`src/sv/rtyc_pkg.sv`:
```
// Shared types, constants and the coefficient function of the RGB to YCbCr converter.
// No dependencies.
package rtyc_pkg;

    localparam int COEF_BITS_DEF  = 16;
    localparam int FIFO_DEPTH_DEF = 2;
    localparam int COMP_W         = 8;

    typedef struct packed {
        logic [COMP_W-1:0] red;
        logic [COMP_W-1:0] green;
        logic [COMP_W-1:0] blue;
    } pixel_t;

    localparam int PIXEL_W = $bits(pixel_t);

    // Rounds num/10000 half up to the given fraction bits, saturated just below one.
    function automatic longint coef_val(input longint num, input int bits);
        longint one;
        longint q;
        one = longint'(1) << bits;
        q   = (num * one + 64'sd5000) / 64'sd10000;
        if (q > one - 1) begin
            q = one - 1;
        end
        return q;
    endfunction

endpackage

```
`src/sv/rgb_to_ycbcr_converter.sv`:
```
// Top level of the RGB to YCbCr converter (JFIF full range).
// Depends on rtyc_pkg, rtyc_front, rtyc_fifo and rtyc_back.

// The block takes one colour byte per transfer in the repeating order red, green,
// blue and answers each pixel with three transfers, Y, Cb and Cr, the last one
// flagged by m_last. Both sides sustain one transfer per cycle while m_ready stays
// high: the front stage holds red and green and queues the pixel on blue, and the
// conversion pipeline issues one result per cycle from that queue, so three bytes
// in match three bytes out. Y follows the blue transfer through the queue, written
// at the transfer edge, then the multiplier stage and the sum-and-clamp output
// register.
// Coefficients carry COEF_BITS fraction bits and are rounded at elaboration.
module rgb_to_ycbcr_converter
    import rtyc_pkg::*;
#(
    parameter int COEF_BITS  = COEF_BITS_DEF,
    parameter int FIFO_DEPTH = FIFO_DEPTH_DEF
) (
    input  logic              aclk,
    input  logic              aresetn,
    input  logic              s_valid,
    output logic              s_ready,
    input  logic [COMP_W-1:0] s_component,
    output logic              m_valid,
    input  logic              m_ready,
    output logic [COMP_W-1:0] m_value,
    output logic              m_last
);

    logic             push_valid;
    logic             push_ready;
    pixel_t           push_data;
    logic             pop_valid;
    logic             pop_ready;
    logic [PIXEL_W-1:0] pop_bits;

    rtyc_front u_front (
        .aclk        (aclk),
        .aresetn     (aresetn),
        .s_valid     (s_valid),
        .s_ready     (s_ready),
        .s_component (s_component),
        .push_valid  (push_valid),
        .push_ready  (push_ready),
        .push_data   (push_data)
    );

    rtyc_fifo #(
        .WIDTH (PIXEL_W),
        .DEPTH (FIFO_DEPTH)
    ) u_fifo (
        .aclk      (aclk),
        .aresetn   (aresetn),
        .in_valid  (push_valid),
        .in_ready  (push_ready),
        .in_data   (push_data),
        .out_valid (pop_valid),
        .out_ready (pop_ready),
        .out_data  (pop_bits)
    );

    rtyc_back #(
        .COEF_BITS (COEF_BITS)
    ) u_back (
        .aclk     (aclk),
        .aresetn  (aresetn),
        .in_valid (pop_valid),
        .in_ready (pop_ready),
        .in_data  (pixel_t'(pop_bits)),
        .m_valid  (m_valid),
        .m_ready  (m_ready),
        .m_value  (m_value),
        .m_last   (m_last)
    );

endmodule

```
`src/sv/rtyc_front.sv`:
```
// Input side of the RGB to YCbCr converter: holds red and green and forms one pixel on blue.
// Depends on rtyc_pkg.
module rtyc_front
    import rtyc_pkg::*;
(
    input  logic              aclk,
    input  logic              aresetn,
    input  logic              s_valid,
    output logic              s_ready,
    input  logic [COMP_W-1:0] s_component,
    output logic              push_valid,
    input  logic              push_ready,
    output pixel_t            push_data
);

    localparam logic [1:0] POS_RED   = 2'd0;
    localparam logic [1:0] POS_GREEN = 2'd1;

    logic [1:0]        pos_reg;
    logic [1:0]        pos_next;
    logic [COMP_W-1:0] red_reg;
    logic [COMP_W-1:0] green_reg;
    logic              is_blue;
    logic              accept;

    assign is_blue    = pos_reg[1];
    assign s_ready    = !is_blue || push_ready;
    assign accept     = s_valid && s_ready;
    assign push_valid = s_valid && is_blue;
    assign push_data  = '{red: red_reg, green: green_reg, blue: s_component};

    always_comb begin
        pos_next = pos_reg;
        if (accept) begin
            if (is_blue) begin
                pos_next = POS_RED;
            end else begin
                pos_next = pos_reg + 2'd1;
            end
        end
    end

    always_ff @(posedge aclk) begin
        if (!aresetn) begin
            pos_reg <= POS_RED;
        end else begin
            pos_reg <= pos_next;
        end
    end

    always_ff @(posedge aclk) begin
        if (accept && pos_reg == POS_RED) begin
            red_reg <= s_component;
        end
        if (accept && pos_reg == POS_GREEN) begin
            green_reg <= s_component;
        end
    end

endmodule

```
`src/sv/rtyc_fifo.sv`:
```
// Small register queue that decouples pixel collection from the conversion pipeline.
// Depends on rtyc_pkg for its default width and depth.
module rtyc_fifo
    import rtyc_pkg::*;
#(
    parameter int WIDTH = PIXEL_W,
    parameter int DEPTH = FIFO_DEPTH_DEF
) (
    input  logic             aclk,
    input  logic             aresetn,
    input  logic             in_valid,
    output logic             in_ready,
    input  logic [WIDTH-1:0] in_data,
    output logic             out_valid,
    input  logic             out_ready,
    output logic [WIDTH-1:0] out_data
);

    localparam int PTR_W = (DEPTH > 1) ? $clog2(DEPTH) : 1;
    localparam int CNT_W = $clog2(DEPTH + 1);

    logic [WIDTH-1:0] mem_reg [DEPTH];
    logic [PTR_W-1:0] wr_ptr_reg;
    logic [PTR_W-1:0] wr_ptr_next;
    logic [PTR_W-1:0] rd_ptr_reg;
    logic [PTR_W-1:0] rd_ptr_next;
    logic [CNT_W-1:0] count_reg;
    logic [CNT_W-1:0] count_next;
    logic             push;
    logic             pop;

    assign in_ready  = count_reg != CNT_W'(DEPTH);
    assign out_valid = count_reg != '0;
    assign out_data  = mem_reg[rd_ptr_reg];
    assign push      = in_valid && in_ready;
    assign pop       = out_valid && out_ready;

    always_comb begin
        wr_ptr_next = wr_ptr_reg;
        rd_ptr_next = rd_ptr_reg;
        count_next  = count_reg;
        if (push) begin
            wr_ptr_next = (wr_ptr_reg == PTR_W'(DEPTH - 1)) ? '0 : wr_ptr_reg + PTR_W'(1);
        end
        if (pop) begin
            rd_ptr_next = (rd_ptr_reg == PTR_W'(DEPTH - 1)) ? '0 : rd_ptr_reg + PTR_W'(1);
        end
        if (push && !pop) begin
            count_next = count_reg + CNT_W'(1);
        end else if (pop && !push) begin
            count_next = count_reg - CNT_W'(1);
        end
    end

    always_ff @(posedge aclk) begin
        if (!aresetn) begin
            wr_ptr_reg <= '0;
            rd_ptr_reg <= '0;
            count_reg  <= '0;
        end else begin
            wr_ptr_reg <= wr_ptr_next;
            rd_ptr_reg <= rd_ptr_next;
            count_reg  <= count_next;
        end
    end

    always_ff @(posedge aclk) begin
        if (push) begin
            mem_reg[wr_ptr_reg] <= in_data;
        end
    end

endmodule

```
`src/sv/rtyc_back.sv`:
```
// Conversion pipeline: emits Y, Cb and Cr of each queued pixel, one per cycle while m_ready is high.
// Depends on rtyc_pkg for the pixel type and the coefficient function.
module rtyc_back
    import rtyc_pkg::*;
#(
    parameter int COEF_BITS = COEF_BITS_DEF
) (
    input  logic              aclk,
    input  logic              aresetn,
    input  logic              in_valid,
    output logic              in_ready,
    input  pixel_t            in_data,
    output logic              m_valid,
    input  logic              m_ready,
    output logic [COMP_W-1:0] m_value,
    output logic              m_last
);

    localparam int CW    = COEF_BITS + 1;
    localparam int PW    = CW + COMP_W + 1;
    localparam int ACC_W = COEF_BITS + 11;

    localparam logic [1:0] SEL_Y  = 2'd0;
    localparam logic [1:0] SEL_CB = 2'd1;
    localparam logic [1:0] SEL_CR = 2'd2;

    localparam logic signed [CW-1:0] C_YR  = CW'(coef_val(2990, COEF_BITS));
    localparam logic signed [CW-1:0] C_YG  = CW'(coef_val(5870, COEF_BITS));
    localparam logic signed [CW-1:0] C_YB  = CW'(coef_val(1140, COEF_BITS));
    localparam logic signed [CW-1:0] C_CBR = CW'(-coef_val(1687, COEF_BITS));
    localparam logic signed [CW-1:0] C_CBG = CW'(-coef_val(3313, COEF_BITS));
    localparam logic signed [CW-1:0] C_HALF = CW'(coef_val(5000, COEF_BITS));
    localparam logic signed [CW-1:0] C_CRG = CW'(-coef_val(4187, COEF_BITS));
    localparam logic signed [CW-1:0] C_CRB = CW'(-coef_val(813, COEF_BITS));
    localparam logic signed [ACC_W-1:0] OFFSET = ACC_W'(longint'(128) << COEF_BITS);

    logic [1:0]             sel_reg;
    logic [1:0]             sel_next;
    logic                   p_valid_reg;
    logic [1:0]             p_sel_reg;
    logic signed [PW-1:0]   p_r_reg;
    logic signed [PW-1:0]   p_g_reg;
    logic signed [PW-1:0]   p_b_reg;
    logic                   m_valid_reg;
    logic [COMP_W-1:0]      m_value_reg;
    logic                   m_last_reg;
    logic                   s2_ready;
    logic                   s1_ready;
    logic                   load;
    logic                   pop;
    logic signed [CW-1:0]   k_r;
    logic signed [CW-1:0]   k_g;
    logic signed [CW-1:0]   k_b;
    logic signed [ACC_W-1:0] acc;
    logic [ACC_W-COEF_BITS-1:0] whole;
    logic [COMP_W-1:0]      value_calc;

    assign s2_ready = !m_valid_reg || m_ready;
    assign s1_ready = !p_valid_reg || s2_ready;
    assign load     = in_valid && s1_ready;
    assign in_ready = s1_ready && sel_reg == SEL_CR;
    assign pop      = in_valid && in_ready;

    always_comb begin
        case (sel_reg)
            SEL_Y: begin
                k_r = C_YR;
                k_g = C_YG;
                k_b = C_YB;
            end
            SEL_CB: begin
                k_r = C_CBR;
                k_g = C_CBG;
                k_b = C_HALF;
            end
            SEL_CR: begin
                k_r = C_HALF;
                k_g = C_CRG;
                k_b = C_CRB;
            end
            default: begin
                k_r = C_HALF;
                k_g = C_CRG;
                k_b = C_CRB;
            end
        endcase
    end

    always_comb begin
        sel_next = sel_reg;
        if (load) begin
            sel_next = (sel_reg == SEL_CR) ? SEL_Y : sel_reg + 2'd1;
        end
    end

    always_comb begin
        acc = ACC_W'(p_r_reg) + ACC_W'(p_g_reg) + ACC_W'(p_b_reg);
        if (p_sel_reg != SEL_Y) begin
            acc = acc + OFFSET;
        end
        whole = acc[ACC_W-1:COEF_BITS];
        if (acc[ACC_W-1]) begin
            value_calc = '0;
        end else if (whole[ACC_W-COEF_BITS-2:COMP_W] != '0) begin
            value_calc = '1;
        end else begin
            value_calc = whole[COMP_W-1:0];
        end
    end

    always_ff @(posedge aclk) begin
        if (!aresetn) begin
            sel_reg     <= SEL_Y;
            p_valid_reg <= 1'b0;
            m_valid_reg <= 1'b0;
        end else begin
            sel_reg <= sel_next;
            if (s1_ready) begin
                p_valid_reg <= in_valid;
            end
            if (s2_ready) begin
                m_valid_reg <= p_valid_reg;
            end
        end
    end

    always_ff @(posedge aclk) begin
        if (load) begin
            p_sel_reg <= sel_reg;
            p_r_reg   <= PW'(k_r) * PW'($signed({1'b0, in_data.red}));
            p_g_reg   <= PW'(k_g) * PW'($signed({1'b0, in_data.green}));
            p_b_reg   <= PW'(k_b) * PW'($signed({1'b0, in_data.blue}));
        end
        if (s2_ready && p_valid_reg) begin
            m_value_reg <= value_calc;
            m_last_reg  <= p_sel_reg == SEL_CR;
        end
    end

    assign m_valid = m_valid_reg;
    assign m_value = m_value_reg;
    assign m_last  = m_last_reg;

`ifndef ASSERT_OFF
    a_sel_range: assert property (@(posedge aclk) disable iff (!aresetn)
        sel_reg != 2'd3)
        else $error("result selector left its range");
    a_pop_on_cr: assert property (@(posedge aclk) disable iff (!aresetn)
        pop |-> sel_reg == SEL_CR && load)
        else $error("pixel released before its Cr result was started");
    a_restart_y: assert property (@(posedge aclk) disable iff (!aresetn)
        pop |=> sel_reg == SEL_Y)
        else $error("selector did not return to Y after a pixel");
`endif

endmodule

```
`config.mk`:
```
export PLATFORM = sky130hd
export DESIGN_NAME = rgb_to_ycbcr_converter
export DESIGN_NICKNAME = d
export VERILOG_FILES = /design/src/sv/rtyc_pkg.sv /design/src/sv/rgb_to_ycbcr_converter.sv /design/src/sv/rtyc_front.sv /design/src/sv/rtyc_fifo.sv /design/src/sv/rtyc_back.sv
export SDC_FILE = /design/constraint.sdc
export NUM_CORES = 1
export LEC_CHECK = 0
export ABC_AREA = 0
export BUFFER_PORTS_ARGS = -buffer_cell sky130_fd_sc_hd__buf_2
export CAP_MARGIN = 20
export CORE_AREA = 2 2 199 201
export DETAILED_ROUTE_END_ITERATION = 16
export DIE_AREA = 0 0 201 203
export SYNTH_ARGS = -nofsm -noshare
export SYNTH_HDL_FRONTEND = slang
export SYNTH_SLANG_ARGS = --single-unit
```
`constraint.sdc`:
```
create_clock -name aclk -period 9.8 [get_ports aclk]
set_input_delay 0.98 -clock aclk [delete_from_list [all_inputs] [get_ports aclk]]
set_output_delay 0.98 -clock aclk [all_outputs]
set_load 0.01 [all_outputs]
```
Yosys cells after proc, flatten, opt, wreduce, memory -nomap -nowiden
Memories as Yosys holds them, arrays and structs flattened. A register that Yosys moved wholly into a read port is not among the register bits.
Cells that the tools add are included.
- register bits: 115
- RAM bits: 48
- input port bits: 12
- output and inout bits: 11
- word-level logic and storage cells: 73
- memories kept: 1
- add/sub/neg operators: 9
- $mul: 3
- equality and inequality tests: 5
- multiplexer cells: 15
- reductions and logical operators: 25
- memories (name ; depth ; width ; rd ports ; clocked after memory_dff ; write ports ; line ; source):
    u_fifo.mem_reg ; 2 ; 24 ; 1 ; 1 ; 1 ; rtyc_fifo.sv:22 ; logic [WIDTH-1:0] mem_reg [DEPTH];
- operators with widths (operator ; count):
    17-bit case mux with 2 select lines ; 3
    17-bit by 9-bit multiplier with 26-bit output ; 3
    26-bit by 26-bit adder with 27-bit output ; 1
    27-bit by 25-bit adder with 27-bit output, second input constant ; 1
    27-bit by 26-bit adder with 27-bit output ; 1
    27-bit 2-to-1 mux ; 1
    1-bit logical AND ; 11
    2-bit 2-to-1 mux ; 4
    8-bit 2-to-1 mux ; 1
    2-bit nonzero test ; 4
    2-bit by 1-bit adder with 2-bit output, second input constant ; 3
    1-bit 2-to-1 mux ; 6
    1-bit zero test ; 5
    2-bit by 1-bit == test with 1-bit output, second input constant ; 2
    2-bit == test, second input constant ; 2
    2-bit zero test ; 2
    1-bit logical OR ; 3
    1-bit adder, second input constant ; 2
    2-bit inequality test, second input constant ; 1
    2-bit by 1-bit subtractor with 2-bit output, second input constant ; 1

Longest topological paths before layout
Gate-level depths: netlist of run 1.
- depth in word-level cells: 8
- mapped depth: 25
- depth with buffers taken out: 22

By module
A second synthesis of run 1 with hierarchy kept.
- cell total of the unflattened synthesis: 1793
- area, all modules: 18644.1 um2
- modules (own cells, without submodules) (module ; instances ; cells an instance ; area an instance (um2) ; sequential area each (um2)):
    rtyc_back ; 1 ; 1657 ; 16021.6 ; 2722.6
    rtyc_fifo ; 1 ; 99 ; 1969.4 ; 1541.5
    rtyc_front ; 1 ; 37 ; 653.1 ; 520.5

Worst setup path after synthesis of run 1
OpenSTA, ideal clock, no wires.
- path kind: input to register
- start point: input m_ready
- end point: register u_fifo.count_reg[1]
- library setup time: 0.076 ns
- arrival: 6.554 ns
- data required time: 9.724 ns
- setup slack: 3.171 ns
- stages on the path: 6
- buffers on the path: 0
- path through: nor2b_1 a21oi_1 nand3b_1 ha_1 or3_1 a21boi_0
- word-level cells in the longest chain between the ends: 7
- elaborated cells on any way between the ends: 9
- those cells by class: 1 x mux; 8 x reduce/logical
- RTL lines (what ; line ; source):
    start: declaration ; rgb_to_ycbcr_converter.sv:25 ; input logic m_ready,
    1-bit logical OR (*) ; rtyc_back.sv:58 ; assign s2_ready = !m_valid_reg || m_ready;
    1-bit logical OR (*) ; rtyc_back.sv:59 ; assign s1_ready = !p_valid_reg || s2_ready;
    1-bit logical AND (*) ; rtyc_back.sv:61 ; assign in_ready = s1_ready && sel_reg == SEL_CR;
    1-bit logical AND (*) ; -- ;
    1-bit zero test ; rtyc_fifo.sv:48 ; if (push && !pop) begin
    1-bit logical AND ; rtyc_fifo.sv:48 ;
    2-bit 2-to-1 mux / 2-bit nonzero test (equally long branches) ; -- ;
    end signal: assignment ; rtyc_fifo.sv:63 ; count_reg <= count_next;
    end: declaration ; rtyc_fifo.sv:27 ; logic [CNT_W-1:0] count_reg;
Every way passes the cells marked *; elsewhere a longest branch is shown, timed or not.
A chain may end at the register's enable or synchronous reset.

==> results.sh, run 1 <==
export IMPL_intPower_mw=1.92
export IMPL_largest_reg_flops=48
export IMPL_synthArstFlopShare=0
export IMPL_clk_latency_ns=0.46
export IMPL_final_cell_area_um2=19700
export IMPL_end_kind="register"
export IMPL_rsz0062_at_grt="no"
export IMPL_drt_pass1_iter_count=5
export IMPL_start_util=0.477
export IMPL_final_cell_mix="inv_1, fa_1, ha_1"
export IMPL_layout_drive_gt1_share=0.0549
export IMPL_worstPathMaxFanout=29
export IMPL_final_util=0.513
export IMPL_hold_violations=0
export IMPL_gp_congestion=0.913
export IMPL_timing_final_ws_setup_ns=3.33
export IMPL_synth_area_per_cell_um2=10.4
export IMPL_grt_overflow_total=0
export IMPL_synth_edf_count=152
export IMPL_critPathBufInv=4
export IMPL_place_hpwl_mm=35.1
export IMPL_path_clk_slew_ns=0.07
export IMPL_holdWs_ns=0.450
export IMPL_period_needed_ns=6.47
export IMPL_rows=72
export IMPL_dr_wl_met3_mm=1.94
export IMPL_postCtsSetupBuffers=0
export IMPL_criticalPathCategory="reg2reg"
export IMPL_die_area_um2=40800
export IMPL_maxClockFrequency_mhz=154
export IMPL_path_cells="buf_4, mux2i_1, inv_1, nand2b_1, mux2i_1, nand2_1, nand2_1, ha_1, o21bai_1, fa_1, fa_1, inv_1, fa_1, inv_1, ha_1, o21ai_0, a21oi_1, o41ai_1, o311a_1, o31ai_1, a41o_1, o21bai_1, xnor2_1"
export IMPL_final_common_cell="inv_1"
export IMPL_critPathLaunchType="register"
export IMPL_p_sw_frac=0.403
export IMPL_seqPwrFrac=0.283
export IMPL_fp_coreArea_um2=38500
export IMPL_totalNegativeSetupSlack_ns=0
export IMPL_rr_worst_depth=23
export IMPL_grt_pass1_vias=12150
export IMPL_ys_ff_latch=163
export IMPL_vdd_drop_max_v=0.000160
export IMPL_p_total_mw=3.22
export IMPL_crit_end="u_back.p_g_reg[25]"
export IMPL_placed_cell_area_um2=19100
export IMPL_postRouteAntennaNets=0
export IMPL_syn_inst=1758
export IMPL_io_pins=23
export IMPL_dr_total_vias=11561
export IMPL_fp_dieH_um=203
export IMPL_comb_power_share=0.512
export IMPL_yosys_most_used_dff="edfxtp_1"
export IMPL_ys_warn_count=0
export IMPL_placedCellCount=2290
export IMPL_port_buffers=22
export IMPL_slew_headroom=0.333
export IMPL_maxCapViolCount=0
export IMPL_root_buffer="clkbuf_16"
export IMPL_post_route_drc_count=0
export IMPL_drv_slew=0
export IMPL_cpPeakStageDelay_ns=0.63
export IMPL_critPathArrivalTime_ns=6.69
export IMPL_required_ns=10.01
export IMPL_worstSetupPathDepth=23
export IMPL_yosysSeqAreaShare=0.261
export IMPL_worstMarginPinSlew_ns=0.999
export IMPL_power_leakage_nw=9.51
export IMPL_ctsResizeCount=0
export IMPL_period_share=0.661
export IMPL_wl_per_cell_um=17.6
export IMPL_finClkSkew_ns=0.0124
export IMPL_regToRegSetupSlack_ns=3.33
export IMPL_syn_area_um2=18300
export IMPL_grt_max_degree=65
export IMPL_antenna_found_initial=0
export IMPL_powerDensity_nw_per_um2=163
export IMPL_via_per_inst=4.98
export IMPL_slowest_stage="o41ai_1"
export IMPL_antenna_cells=0
export IMPL_power_switching_mw=1.30
export IMPL_numCtsBuffers=17
export IMPL_cts_tree="built"
export IMPL_hold_class="reg2reg"
export IMPL_final_cells=2322
export IMPL_clkPwrFrac=0.205
export IMPL_drt_initial_drc_count=787
export IMPL_hold_buffers=0
export IMPL_die_w_um=201
export IMPL_routed_wl_mm=40.9
export IMPL_place_ws_ns=3.42
export IMPL_yosys_cell_types_count=63
export IMPL_cts_buffer_depth=2
export IMPL_area_growth_pct=7.55
export IMPL_timing_rr_end="u_back.p_g_reg[25]"
export IMPL_cts_sinks=163
export IMPL_setup_viol=0
export IMPL_cpLargestDelayFamily="adder cells"
export IMPL_run_status="complete, no violations"
export IMPL_top_layer_used="met4"
export IMPL_met1_length_mm=19.7
export IMPL_track_usage=0.215
export IMPL_htreeDepth=4
export IMPL_nets=2274
export IMPL_dr_wl_met2_mm=18.7
export IMPL_grt_pass1_wl_mm=66.4
-- power by group through the flow --
stage	combinational (mW)	sequential, mW	clock, mW
2_1_floorplan	1.25	0.920	0
3_3_place_gp	1.63	0.928	0
3_5_place_dp	1.66	0.928	0
4_1_cts	1.67	0.913	0.678
5_1_grt	1.89	0.915	0.706
6_report	1.65	0.911	0.661
-- worst register-to-register path: stages (launching register included) --
cell	delay, ns
dfxtp_1	0.31
buf_4	0.43
mux2i_1	0.60
inv_1	0.22
nand2b_1	0.22
mux2i_1	0.10
nand2_1	0.10
nand2_1	0.06
ha_1	0.19
o21bai_1	0.20
fa_1	0.54
fa_1	0.49
inv_1	0.05
fa_1	0.53
inv_1	0.04
ha_1	0.35
o21ai_0	0.10
a21oi_1	0.08
o41ai_1	0.63
o311a_1	0.33
o31ai_1	0.12
a41o_1	0.27
o21bai_1	0.17
xnor2_1	0.09
-- worst min path at each step --
stage | from | to | slack, ns | cells past startpoint
2_1_floorplan | u_back.sel_reg[1] | u_back.p_sel_reg[1] | 0.41 | 0
3_3_place_gp | u_front.green_reg[3] | u_fifo.mem_reg[1][11] | 0.43 | 0
3_5_place_dp | u_front.green_reg[0] | u_fifo.mem_reg[1][8] | 0.43 | 0
4_1_cts | u_front.green_reg[0] | u_fifo.mem_reg[0][8] | 0.45 | 0
5_1_grt | u_front.green_reg[0] | u_fifo.mem_reg[1][8] | 0.46 | 0
6_report | u_front.red_reg[1] | u_fifo.mem_reg[1][17] | 0.45 | 0
-- Yosys cell counts, drive strengths merged (2+ instances only) --
master / instances / share of area
a31o: 2 / 0.00096
edfxtp: 152 / 0.25
nand2: 72 / 0.015
nand3: 18 / 0.0052
nor3b: 2 / 0.00082
o21ai: 32 / 0.0087
o21a: 19 / 0.0078
a211o: 2 / 0.00096
and3: 11 / 0.0038
xor2: 22 / 0.012
o211ai: 3 / 0.0012
a21boi: 4 / 0.0016
dfxtp: 11 / 0.012
a211oi: 8 / 0.0035
and4: 4 / 0.0019
fa: 249 / 0.27
clkbuf: 18 / 0.0037
inv: 464 / 0.095
nand4: 3 / 0.0010
nand2b: 9 / 0.0031
nor2: 106 / 0.022
xnor2: 71 / 0.034
nor3: 22 / 0.0063
nor2b: 23 / 0.0078
a31oi: 6 / 0.0020
o31a: 3 / 0.0014
conb: 2 / 0.00041
ha: 222 / 0.15
o41ai: 3 / 0.0018
mux2: 5 / 0.0031
or2: 17 / 0.0058
a41oi: 2 / 0.00096
o21bai: 12 / 0.0049
a21o: 20 / 0.0082
mux2i: 27 / 0.015
and2: 15 / 0.0051
a21oi: 65 / 0.018
or3: 11 / 0.0038
o31ai: 3 / 0.0012
buf: 4 / 0.00096
-- kinds of logic (layout without fill, tap and decap cells) --
family                     Yosys count  count (layout)  synth area share
AOI/OAI and AO/OA                  193             193            0.0681
xor gates and xnor gates            94              94            0.0471
adders and majority gates          471             471             0.423
buffers and inverters              486             528            0.0996
DFF                                163             163             0.261
muxes                               32              32            0.0178
other                                2               6          0.000410
and+or+nand+nor                    317             317            0.0826
-- layout make-up --
class                           count  area [um^2]
Clock buffer                       17          425
Clock inverter                     15          159
Fill cell                        3530        18700
Inverter                          464         1740
Multi-Input combinational cell   1113        11800
Sequential cell                   163         4790
Tap cell                          518          648
Timing Repair Buffer               32          205
-- per-layer routing --
| metal | track usage | up-vias |
|---|---|---|
| met5 | 0 | - |
| met4 | 0.0437 | 0 |
| met3 | 0.0424 | 26 |
| met2 | 0.340 | 226 |
| met1 | 0.309 | 5670 |
| li1 | - | 5639 |
Power figures use the tool's default switching activity.
==> run 2, diff against run 1 <==
- ABC_AREA: 0 -> 1
- CORE_AREA: 2 2 199 201 -> 2 2 204 206
- DIE_AREA: 0 0 201 203 -> 0 0 206 208
- clock period: 9.8 -> 6 ns (I/O delays scaled with it)
==> results.sh, run 2 <==
export IMPL_synthArstFlopShare=0
export IMPL_drv_slew=0
export IMPL_syn_inst=2123
export IMPL_yosysTopAreaCellShare=0.259
export IMPL_critPathLaunchType="register"
export IMPL_ys_warn_count=0
export IMPL_powerDensity_nw_per_um2=442
export IMPL_final_cell_area_um2=20800
export IMPL_yosys_most_used_dff="edfxtp_1"
export IMPL_hold_violations=0
export IMPL_start_util=0.475
export IMPL_place_hpwl_mm=39.9
export IMPL_slew_headroom=0.385
export IMPL_path_cells="buf_12, o21ai_0, inv_1, nand2_1, fa_1, inv_1, fa_1, fa_1, inv_1, fa_1, inv_1, ha_1, nand2_1, nor3_1, nand4_1, nand3_1, nand3_1, nand2_1, xor2_1"
export IMPL_cpPeakStageDelay_ns=0.74
export IMPL_wl_per_cell_um=16.7
export IMPL_postCtsSetupBuffers=0
export IMPL_hold_class="in2reg"
export IMPL_synth_largest_area_cell="fa_1"
export IMPL_cts_buffer_depth=2
export IMPL_place_ws_ns=0.549
export IMPL_yosysSeqAreaShare=0.248
export IMPL_final_common_cell="inv_1"
export IMPL_antenna_cells=0
export IMPL_post_route_drc_count=0
export IMPL_area_growth_pct=7.82
export IMPL_htreeDepth=4
export IMPL_ys_ff_latch=163
export IMPL_die_w_um=206
export IMPL_synth_xor_area_frac=0.0409
export IMPL_grt_overflow_total=0
export IMPL_io_pins=23
export IMPL_placed_cell_area_um2=20200
export IMPL_setup_viol=0
export IMPL_cpLargestDelayFamily="adder cells"
export IMPL_largest_reg_flops=48
export IMPL_synth_edf_count=152
export IMPL_cts_tree="built"
export IMPL_synthMuxAreaShare=0.00871
export IMPL_syn_area_um2=19300
export IMPL_cts_sinks=163
export IMPL_period_share=0.910
export IMPL_numCtsBuffers=17
export IMPL_dr_total_vias=13308
export IMPL_placedCellCount=2686
export IMPL_synth_top_family_by_area="adder cells"
export IMPL_clk_latency_ns=0.46
export IMPL_totalNegativeSetupSlack_ns=0
export IMPL_yosys_cell_types_count=45
export IMPL_grt_pass1_vias=13570
export IMPL_hold_buffers=0
export IMPL_layout_drive_gt1_share=0.0539
export IMPL_synthTopCellsByArea="fa_1, edfxtp_1, ha_1"
export IMPL_synth_compound_gate_area_share=0.0549
export IMPL_finClkSkew_ns=0.0117
export IMPL_die_area_um2=42800
export IMPL_synthSimpleGateAreaFrac=0.124
export IMPL_worstPathMaxFanout=32
export IMPL_grt_max_degree=84
export IMPL_root_buffer="clkbuf_16"
export IMPL_synth_common_cells="inv_1, nand2_1, fa_1"
export IMPL_gp_congestion=0.951
export IMPL_run_status="complete, no violations"
export IMPL_worstMarginPinSlew_ns=0.912
export IMPL_n_fill_cell=3874
export IMPL_routed_wl_mm=45.5
export IMPL_via_per_inst=4.89
export IMPL_maxClockFrequency_mhz=183
export IMPL_synth_most_common_cell="inv_1"
export IMPL_holdWs_ns=0.397
export IMPL_power_leakage_nw=10.4
export IMPL_nets=2658
export IMPL_critPathArrivalTime_ns=5.67
export IMPL_vdd_drop_max_v=0.000291
export IMPL_fp_coreArea_um2=40600
export IMPL_rsz0062_at_grt="no"
export IMPL_final_cell_mix="inv_1, nand2_1, fa_1"
export IMPL_antenna_found_initial=0
export IMPL_drt_initial_drc_count=987
export IMPL_ctsResizeCount=0
export IMPL_postRouteAntennaNets=0
export IMPL_critPathBufInv=5
export IMPL_criticalPathCategory="reg2reg"
export IMPL_maxCapViolCount=0
export IMPL_synth_area_per_cell_um2=9.07
export IMPL_synth_fa_ha_area_frac=0.403
export IMPL_fp_dieH_um=208
export IMPL_final_cells=2720
export IMPL_path_clk_slew_ns=0.07
export IMPL_timing_final_ws_setup_ns=0.537
export IMPL_rows=74
export IMPL_track_usage=0.225
export IMPL_drt_pass1_iter_count=6
export IMPL_port_buffers=22
export IMPL_slowest_stage="o21ai_0"
export IMPL_period_needed_ns=5.46
export IMPL_grt_pass1_wl_mm=73.1
export IMPL_end_kind="register"
export IMPL_required_ns=6.21
[run 2: final timing paths]
check	cells past startpoint	slack (ns)	end	start
max	19	0.54	u_back.p_g_reg[24]	register
min	1	0.40	u_front.red_reg[6]	s_component[6]
max reg2reg	19	0.54	u_back.p_g_reg[24]	register
min reg2reg	0	0.45	u_fifo.mem_reg[1][21]	u_front.red_reg[5]
[run 2: cell families after synthesis]
family                     Yosys count
adders and majority gates          471
buffers and inverters              610
other                                2
DFF                                163
AOI/OAI and AO/OA                  187
xor gates and xnor gates            90
muxes                               16
and+or+nand+nor                    584
[run 2: routing by layer]
metal	routed length, um	GRT usage
met5	0	0
met4	774	0.0569
met3	2800	0.0493
met2	19900	0.341
met1	22000	0.328
[run 2: worst register-to-register path: stages, from the launching register on]
cell and delay, ns:
dfxtp_1 0.32, buf_12 0.17, o21ai_0 0.76, inv_1 0.22, nand2_1 0.21, fa_1 0.47, inv_1 0.21, fa_1 0.48
fa_1 0.56, inv_1 0.05, fa_1 0.47, inv_1 0.04, ha_1 0.37, nand2_1 0.12, nor3_1 0.25, nand4_1 0.12
nand3_1 0.16, nand3_1 0.09, nand2_1 0.08, xor2_1 0.06
[run 2: where the power goes]
part	total (mW)	switching, mW	leakage, nW	internal [mW]
clock network	1.08	0.467	0.279	0.614
registers	1.75	0.0853	1.47	1.66
logic	6.34	3.99	8.66	2.35
[run 2: stage by stage]
step / utilization / power, mW
3_3_place_gp: 0.497 / 7.99
4_1_cts: 0.511 / 9.18
6_report: 0.512 / 9.17
2_1_floorplan: - / 6.40
5_1_grt: 0.512 / 10.1
3_5_place_dp: 0.497 / 8.05
[run 2: area by class of cell]
type / instances / area (um^2) / share of cell area
clock inverter: 15 / 158 / 0.00759
multi-input combinational: 1354 / 12200 / 0.587
tap: 532 / 666 / 0.0321
inverter: 594 / 2230 / 0.107
timing repair buffer: 45 / 313 / 0.0151
clock buffer: 17 / 425 / 0.0205
sequential: 163 / 4780 / 0.230
